`src/hw/rtl/time_ordered_job_queue_defines.svh`:
```
// ----------------------------------------------------------------------------
// Time-ordered job queue: assertion macros
// Shared concurrent-check macros for the queue RTL.
// ----------------------------------------------------------------------------
`ifndef TIME_ORDERED_JOB_QUEUE_DEFINES_SVH
`define TIME_ORDERED_JOB_QUEUE_DEFINES_SVH

// Check that a condition implies another in the same cycle
`define TOJQ_ASSERT_SAME(lbl, clk_s, rst_s, ante, cons) \
  lbl: assert property (@(posedge clk_s) disable iff (rst_s) (ante) |-> (cons)) \
    else $error("queue check failed in same cycle");

// Check that a condition implies another in the next cycle
`define TOJQ_ASSERT_NEXT(lbl, clk_s, rst_s, ante, cons) \
  lbl: assert property (@(posedge clk_s) disable iff (rst_s) (ante) |=> (cons)) \
    else $error("queue check failed one cycle later");

`endif

```
`src/hw/rtl/tojq_pkg.sv`:
```
// ----------------------------------------------------------------------------
// Time-ordered job queue package
// Operation and status codes, entry and cell command types.
// ----------------------------------------------------------------------------
package tojq_pkg;

  localparam int unsigned TIME_W = 32;
  localparam int unsigned JOB_W  = 16;
  localparam int unsigned OCC_W  = 5;

  typedef enum logic [1:0] {
    OP_INSERT = 2'd0,
    OP_CHECK  = 2'd1,
    OP_REMOVE = 2'd2
  } op_t;

  typedef enum logic [2:0] {
    ST_DONE  = 3'd0,
    ST_EMPTY = 3'd1,
    ST_FULL  = 3'd2,
    ST_READY = 3'd3,
    ST_WAIT  = 3'd4
  } status_t;

  // One queued job as held by a cell
  typedef struct packed {
    logic              valid;
    logic [TIME_W-1:0] start;
    logic [JOB_W-1:0]  job;
  } entry_t;

  // Command broadcast to every cell of the chain
  typedef struct packed {
    logic              ins;
    logic              rem;
    logic [TIME_W-1:0] key;
    logic [JOB_W-1:0]  job;
  } cmd_t;

endpackage

```
`src/hw/rtl/tojq_cell.sv`:
```
// ----------------------------------------------------------------------------
// Time-ordered job queue: sorting cell
// Holds one entry; on insert keeps, loads or shifts down; on remove shifts up.
// ----------------------------------------------------------------------------
module tojq_cell (
  input  logic            clk,
  input  logic            rst,
  input  tojq_pkg::cmd_t   cmd,
  input  tojq_pkg::entry_t left,       // neighbor closer to the head
  input  logic            left_keep,  // neighbor keeps its entry on insert
  input  tojq_pkg::entry_t right,      // neighbor farther from the head
  output tojq_pkg::entry_t cur,
  output logic            keep
);
  import tojq_pkg::*;

  logic              valid;
  logic [TIME_W-1:0] start;
  logic [JOB_W-1:0]  job;
  logic              valid_next;
  logic [TIME_W-1:0] start_next;
  logic [JOB_W-1:0]  job_next;

  assign cur  = '{valid: valid, start: start, job: job};
  // Equal start times stay ahead of the new job
  assign keep = valid && (start <= cmd.key);

  // Select next entry
  always_comb begin
    valid_next = valid;
    start_next = start;
    job_next   = job;
    priority if (cmd.ins) begin
      if (keep) begin
        valid_next = valid;
      end else if (left_keep) begin
        valid_next = 1'b1;
        start_next = cmd.key;
        job_next   = cmd.job;
      end else begin
        valid_next = left.valid;
        start_next = left.start;
        job_next   = left.job;
      end
    end else if (cmd.rem) begin
      valid_next = right.valid;
      start_next = right.start;
      job_next   = right.job;
    end else begin
      valid_next = valid;
    end
  end

  // Hold valid under reset
  always_ff @(posedge clk) begin
    if (rst) begin
      valid <= 1'b0;
    end else begin
      valid <= valid_next;
    end
  end

  // Advance payload
  always_ff @(posedge clk) begin
    start <= start_next;
    job   <= job_next;
  end

endmodule

```
`src/hw/rtl/time_ordered_job_queue.sv`:
```
// Result: the result beat is registered and appears in the cycle after its input beat is accepted.
// Throughput: one operation per cycle while results are taken; every cell
// compares its start time with the broadcast key in the same cycle, so the
// insert path is one 32-bit compare plus a three-way select per cell.
// Reset: clears the queue count, every cell's valid bit and the result valid.
// ----------------------------------------------------------------------------
// Time-ordered job queue
// Sorted priority queue of pending jobs built as a chain of compare cells.
// ----------------------------------------------------------------------------
`include "time_ordered_job_queue_defines.svh"

module time_ordered_job_queue #(
  parameter int unsigned DEPTH = 16
) (
  input  logic        clk,
  input  logic        rst,
  input  logic        s_tvalid,
  output logic        s_tready,
  input  logic [79:0] s_tdata,   // start_time[31:0], job_number[47:32], now_time[79:48]
  input  logic [1:0]  s_tuser,   // operation[1:0]
  output logic        m_tvalid,
  input  logic        m_tready,
  output logic [87:0] m_tdata,   // wait_seconds[31:0], head_job[47:32],
                                 // head_start[79:48], occupancy[84:80], zero pad
  output logic [2:0]  m_tuser    // status[2:0]
);
  import tojq_pkg::*;

  localparam int unsigned CW = $clog2(DEPTH + 1);

  logic              fire;
  op_t               op;
  logic [TIME_W-1:0] in_start;
  logic [JOB_W-1:0]  in_job;
  logic [TIME_W-1:0] in_now;
  logic [CW-1:0]     count;
  logic [CW-1:0]     count_next;
  logic              full;
  logic              empty;
  cmd_t              cmd;
  entry_t            cells [DEPTH];
  logic              keeps [DEPTH];
  logic [DEPTH-1:0]  valid_vec;
  entry_t            head;

  status_t           status;
  logic [TIME_W-1:0] wait_s;
  logic [JOB_W-1:0]  hjob;
  logic [TIME_W-1:0] hstart;

  status_t           r_status;
  logic [TIME_W-1:0] r_wait;
  logic [JOB_W-1:0]  r_job;
  logic [TIME_W-1:0] r_start;
  logic [OCC_W-1:0]  r_occ;

  // Unpack the input beat
  assign fire     = s_tvalid && s_tready;
  assign s_tready = !m_tvalid || m_tready;
  assign op       = op_t'(s_tuser);
  assign in_start = s_tdata[31:0];
  assign in_job   = s_tdata[47:32];
  assign in_now   = s_tdata[79:48];

  assign full  = (count == CW'(DEPTH));
  assign empty = (count == '0);
  assign head  = cells[0];

  // Broadcast the command to the chain
  assign cmd = '{ins: fire && (op == OP_INSERT) && !full,
                 rem: fire && (op == OP_REMOVE) && !empty,
                 key: in_start,
                 job: in_job};

  // Build the cell chain
  for (genvar i = 0; i < DEPTH; i++) begin : g_cell
    entry_t lft;
    entry_t rgt;
    logic   lkeep;
    if (i == 0) begin : g_first
      // Nothing sits ahead of the head, so it loads the new job when it yields
      assign lft   = '0;
      assign lkeep = 1'b1;
    end else begin : g_mid
      assign lft   = cells[i-1];
      assign lkeep = keeps[i-1];
    end
    if (i == DEPTH - 1) begin : g_last
      assign rgt = '0;
    end else begin : g_inner
      assign rgt = cells[i+1];
    end
    tojq_cell u_cell (
      .clk       (clk),
      .rst       (rst),
      .cmd       (cmd),
      .left      (lft),
      .left_keep (lkeep),
      .right     (rgt),
      .cur       (cells[i]),
      .keep      (keeps[i])
    );
    assign valid_vec[i] = cells[i].valid;
  end

  // Track the count
  always_comb begin
    count_next = count;
    if (cmd.ins) begin
      count_next = count + CW'(1);
    end else if (cmd.rem) begin
      count_next = count - CW'(1);
    end
  end

  // Form the result
  always_comb begin
    status = ST_DONE;
    wait_s = '0;
    hjob   = '0;
    hstart = '0;
    unique case (op)
      OP_INSERT: begin
        status = full ? ST_FULL : ST_DONE;
      end
      OP_CHECK: begin
        if (empty) begin
          status = ST_EMPTY;
        end else begin
          hjob   = head.job;
          hstart = head.start;
          if (head.start <= in_now) begin
            status = ST_READY;
          end else begin
            status = ST_WAIT;
            wait_s = head.start - in_now;
          end
        end
      end
      OP_REMOVE: begin
        if (empty) begin
          status = ST_EMPTY;
        end else begin
          hjob   = head.job;
          hstart = head.start;
        end
      end
      default: begin
        status = ST_DONE;
      end
    endcase
  end

  // Advance count and result valid
  always_ff @(posedge clk) begin
    if (rst) begin
      count    <= '0;
      m_tvalid <= 1'b0;
    end else begin
      count <= count_next;
      if (fire) begin
        m_tvalid <= 1'b1;
      end else if (m_tready) begin
        m_tvalid <= 1'b0;
      end
    end
  end

  // Hold the result beat until taken
  always_ff @(posedge clk) begin
    if (fire) begin
      r_status <= status;
      r_wait   <= wait_s;
      r_job    <= hjob;
      r_start  <= hstart;
      r_occ    <= OCC_W'(count_next);
    end
  end

  assign m_tuser = r_status;
  assign m_tdata = {3'b000, r_occ, r_start, r_job, r_wait};

  `TOJQ_ASSERT_SAME(a_count_max, clk, rst, 1'b1, count <= CW'(DEPTH))
  `TOJQ_ASSERT_SAME(a_head_valid, clk, rst, 1'b1, valid_vec[0] == (count != '0))
  `TOJQ_ASSERT_SAME(a_valid_packed, clk, rst, 1'b1, ((valid_vec >> 1) & ~valid_vec) == '0)
  `TOJQ_ASSERT_NEXT(a_insert_grows, clk, rst, cmd.ins, count == $past(count) + CW'(1))

endmodule

```
`config.mk`:
```
export PLATFORM = sky130hd
export DESIGN_NAME = time_ordered_job_queue
export DESIGN_NICKNAME = d
export VERILOG_FILES = /design/src/hw/rtl/tojq_pkg.sv /design/src/hw/rtl/tojq_cell.sv /design/src/hw/rtl/time_ordered_job_queue.sv
export VERILOG_INCLUDE_DIRS = /design/src /design/src/hw/rtl
export SDC_FILE = /design/constraint.sdc
export NUM_CORES = 2
export LEC_CHECK = 0
export ABC_AREA = 0
export BUFFER_PORTS_ARGS = -buffer_cell sky130_fd_sc_hd__buf_2
export CAP_MARGIN = 20
export CELL_PAD_IN_SITES_DETAIL_PLACEMENT = 1
export CELL_PAD_IN_SITES_GLOBAL_PLACEMENT = 1
export CORE_UTILIZATION = 51
export CTS_BUF_LIST = sky130_fd_sc_hd__clkbuf_4 sky130_fd_sc_hd__clkbuf_8 sky130_fd_sc_hd__clkbuf_16
export DETAILED_ROUTE_END_ITERATION = 16
export GPL_TIMING_DRIVEN = 0
export PLACE_DENSITY = 0.77
export SYNTH_ARGS = -nofsm -noshare
export SYNTH_HDL_FRONTEND = slang
export SYNTH_SLANG_ARGS = --single-unit
```
`constraint.sdc`:
```
create_clock -name clk -period 7.3 [get_ports clk]
set_input_delay 1.095 -clock clk [delete_from_list [all_inputs] [get_ports clk]]
set_output_delay 1.095 -clock clk [all_outputs]
set_load 0.02 [all_outputs]
```
==> results_dict.tcl <==
set metrics [dict create \
    drive_above_1_share 0.0966 \
    die_h_um 333 \
    portBuffers 175 \
    initial_core_util 0.514 \
    cts_root_buffer "clkbuf_16" \
    grt_setup_unrepaired "no" \
    rows 121 \
    routabilityCongestion 0.901 \
    grt_max_degree 51 \
    p_per_area_nw_per_um2 203 \
    overflow 0 \
    yosys_most_used_dff "edfxtp_1" \
    htreeDepth 3 \
    crit_top_cell "buf_2" \
    drv_cap 0 \
    post-place-ws_ns 1.27 \
    hold_buffers 0 \
    finalSetupViolCount 0 \
    first_pass_iters 5 \
    synthCells 5250 \
    synthesis.area_sq_um 55800 \
    synth_cell_types 67 \
    final_cell_mix "edfxtp_1 (856), nand2_1 (814), o21ai_0 (712)" \
    worst_pin_slew_ns 1.17 \
    start_kind "input pin" \
    post_cts_buffers 0 \
    cts.clk_slew.worst_paths_ns 0.06 \
    status "complete, no violations" \
    synth-seq-cells 878 \
    grt_pass1_vias 45672 \
    boundaryPins 179 \
    clockBufferDepth 3 \
    synth_edf_count 856 \
    ir_drop_mv 0.207 \
    async_flop_share 0 \
    drt-initial-drc-count 3407 \
    coreArea_sq_um 109000 \
    cp_slowest_cell "nor4_1" \
    cts_buffers 103 \
    power_mw 12.7 \
    crit_fanout 31 \
    endpoint_kind "flop" \
    nets 6192 \
    maxSlewViolCount 0 \
    arrival_ns 5.73 \
    period_needed_ns 5.35 \
    hp-class "reg -> reg" \
    die-area_sq_um 111000 \
    postRouteAntennaNets 0 \
    clk-insertion-delay-late_ns 0.71 \
    vias 44009 \
    relSlewSlack 0.222 \
    area_growth_syn_to_layout_pct 11.5 \
    slowest_delay_ns 0.86 \
    avgSynthCellArea_sq_um 10.6 \
    grt_pass1_wl_um 283000 \
    seq_area_frac_synth 0.468 \
    cts_tree "yes" \
    leakage_nw 30.1 \
    finalCritPeriodShare 0.732 \
    path_cells "buf_2 > inv_1 > ha_1 > nand4_1 > nor4_1 > o311ai_1 > nand3_1 > buf_2 > buf_2 > nand2_1 > nand2_2 > buf_12" \
    wirelength_um 189000 \
    post-route-drc-count 0 \
    worstPathRequired_ns 7.69 \
    cts_sinks 878 \
    finalHoldViolations 0 \
    critPathKind "in -> reg" \
    antenna_found_initial 13 \
    critPathTopFamily "buffers and inverters" \
    cts_resized 0 \
    ys_warn_count 0 \
    final_common_cell "edfxtp_1" \
    path_buf_inv 5 \
    dp_hpwl_um 153000 \
    worst_slack_ns 1.95 \
    via_per_inst 6.23 \
    die_w_um 333 \
    post_drt_wl_per_cell_um 26.7 \
    fin_worst_skew_ns 0.0218 \
    fmax_mhz 187 \
    grtUsageTotal 0.336 \
]
[metrics by stage]
| step | setup TNS, ns | hold WS, ns | util | area [sq um] | cells |
|---|---|---|---|---|---|
| final | 0 | 0.529 | 0.573 | 62300 | 7064 |
| after global routing | 0 | 0.561 | 0.573 | 62200 | 7059 |
| after CTS | 0 | 0.530 | 0.572 | 62200 | 7054 |
| after detailed placement | 0 | 0.513 | 0.542 | 59000 | 6863 |
| after global placement | -2053.76 | 0.494 | 0.538 | 58500 | 6841 |
| after floorplan | 0 | 0.468 | - | 55800 | 5252 |
[cell type report]
type	instances	area (sq um)
diodes	9	22.5
fillers	11769	46400
inverters	102	383
repair buffers	198	1310
well taps	1414	1770
clock inverters	60	460
multi-input cells	3940	27900
flip-flops and latches	878	26100
clock buffers	131	2800
plain buffers	332	1490
[synth_stat cells (5+ instances only)]
cell type / count / area share
edfxtp_1: 856 / 0.46
nand2_1: 830 / 0.056
o21ai_0: 712 / 0.064
mux2i_1: 675 / 0.12
ha_1: 550 / 0.12
a21o_1: 205 / 0.028
clkbuf_1: 196 / 0.013
a21oi_1: 181 / 0.016
nand4_1: 131 / 0.015
inv_1: 102 / 0.0069
buf_2: 86 / 0.0077
o21ai_1: 80 / 0.0072
nand3_1: 71 / 0.0064
nor2_1: 64 / 0.0043
and3_1: 60 / 0.0067
nor2b_1: 44 / 0.0049
o21a_1: 44 / 0.0059
buf_1: 31 / 0.0021
o31ai_1: 30 / 0.0040
nand2b_1: 23 / 0.0026
dfxtp_1: 22 / 0.0079
a22oi_1: 21 / 0.0028
nor3_1: 19 / 0.0017
o22ai_1: 17 / 0.0019
buf_6: 15 / 0.0030
or2_2: 15 / 0.0017
or3_1: 15 / 0.0017
a211oi_1: 13 / 0.0017
xor2_1: 12 / 0.0019
nor4_1: 11 / 0.0012
xnor2_1: 11 / 0.0017
o31ai_2: 10 / 0.0022
or4_1: 10 / 0.0013
a2bb2oi_2: 8 / 0.0022
nand3_2: 8 / 0.0014
nor3_2: 8 / 0.0014
o311ai_1: 6 / 0.00094
and2_1: 5 / 0.00056
o211ai_1: 5 / 0.00067
[registers in the layout, indices dropped and copies added (netlist names)]
name,count
g_cell.u_cell.start,512
g_cell.u_cell.job,256
r_start,32
r_wait,32
g_cell.u_cell.valid,16
r_job,16
count,5
r_occ,5
m_tuser,3
m_tvalid,1
[routing by layer]
layer / track usage / part of all wire / vias to the layer above
li1: - / - / 20295
met1: 0.438 / 0.43 / 21913
met2: 0.558 / 0.47 / 1475
met3: 0.0436 / 0.060 / 326
met4: 0.150 / 0.045 / 0
met5: 0 / 0 / -
[cell families (layout without fill, tap and decap cells)]
group,count (synthesis),count (layout),share of synthesized area
compound gates,1361,1361,0.142
simple gates,1327,1327,0.108
flops,878,878,0.468
mux,675,675,0.121
fa+ha+maj,551,551,0.124
buf+inv,434,823,0.0334
xor+xnor,23,23,0.00361
other cells,1,12,0.0000672
[report_power, final]
group / switching, mW / internal (mW)
Clock: 2.20 / 2.89
Combinational: 1.07 / 0.548
Sequential: 0.156 / 5.79
Total: 3.43 / 9.23
[final timing paths]
path	start	end	slack, ns	cells past startpoint
worst min-delay path	g_cell[15].u_cell.job[4]$_SDFFCE_PN0P_	g_cell[14].u_cell.job[4]$_DFFE_PP_	0.53	2
worst max-delay path	s_tdata[31]	g_cell[0].u_cell.start[10]$_DFFE_PP_	1.95	12
worst min register to register	g_cell[15].u_cell.job[4]$_SDFFCE_PN0P_	g_cell[14].u_cell.job[4]$_DFFE_PP_	0.53	2
worst max register to register	count[1]$_SDFF_PP0_	g_cell[15].u_cell.start[14]$_SDFFCE_PN0P_	2.13	11
[worst min-delay path: cells and delay by family, from the launching register on]
kind	cells	cell delay, ns
simple gates	1	0.04
flops	1	0.32
compound gates	1	0.06
(Power assumes the default switching activity.)
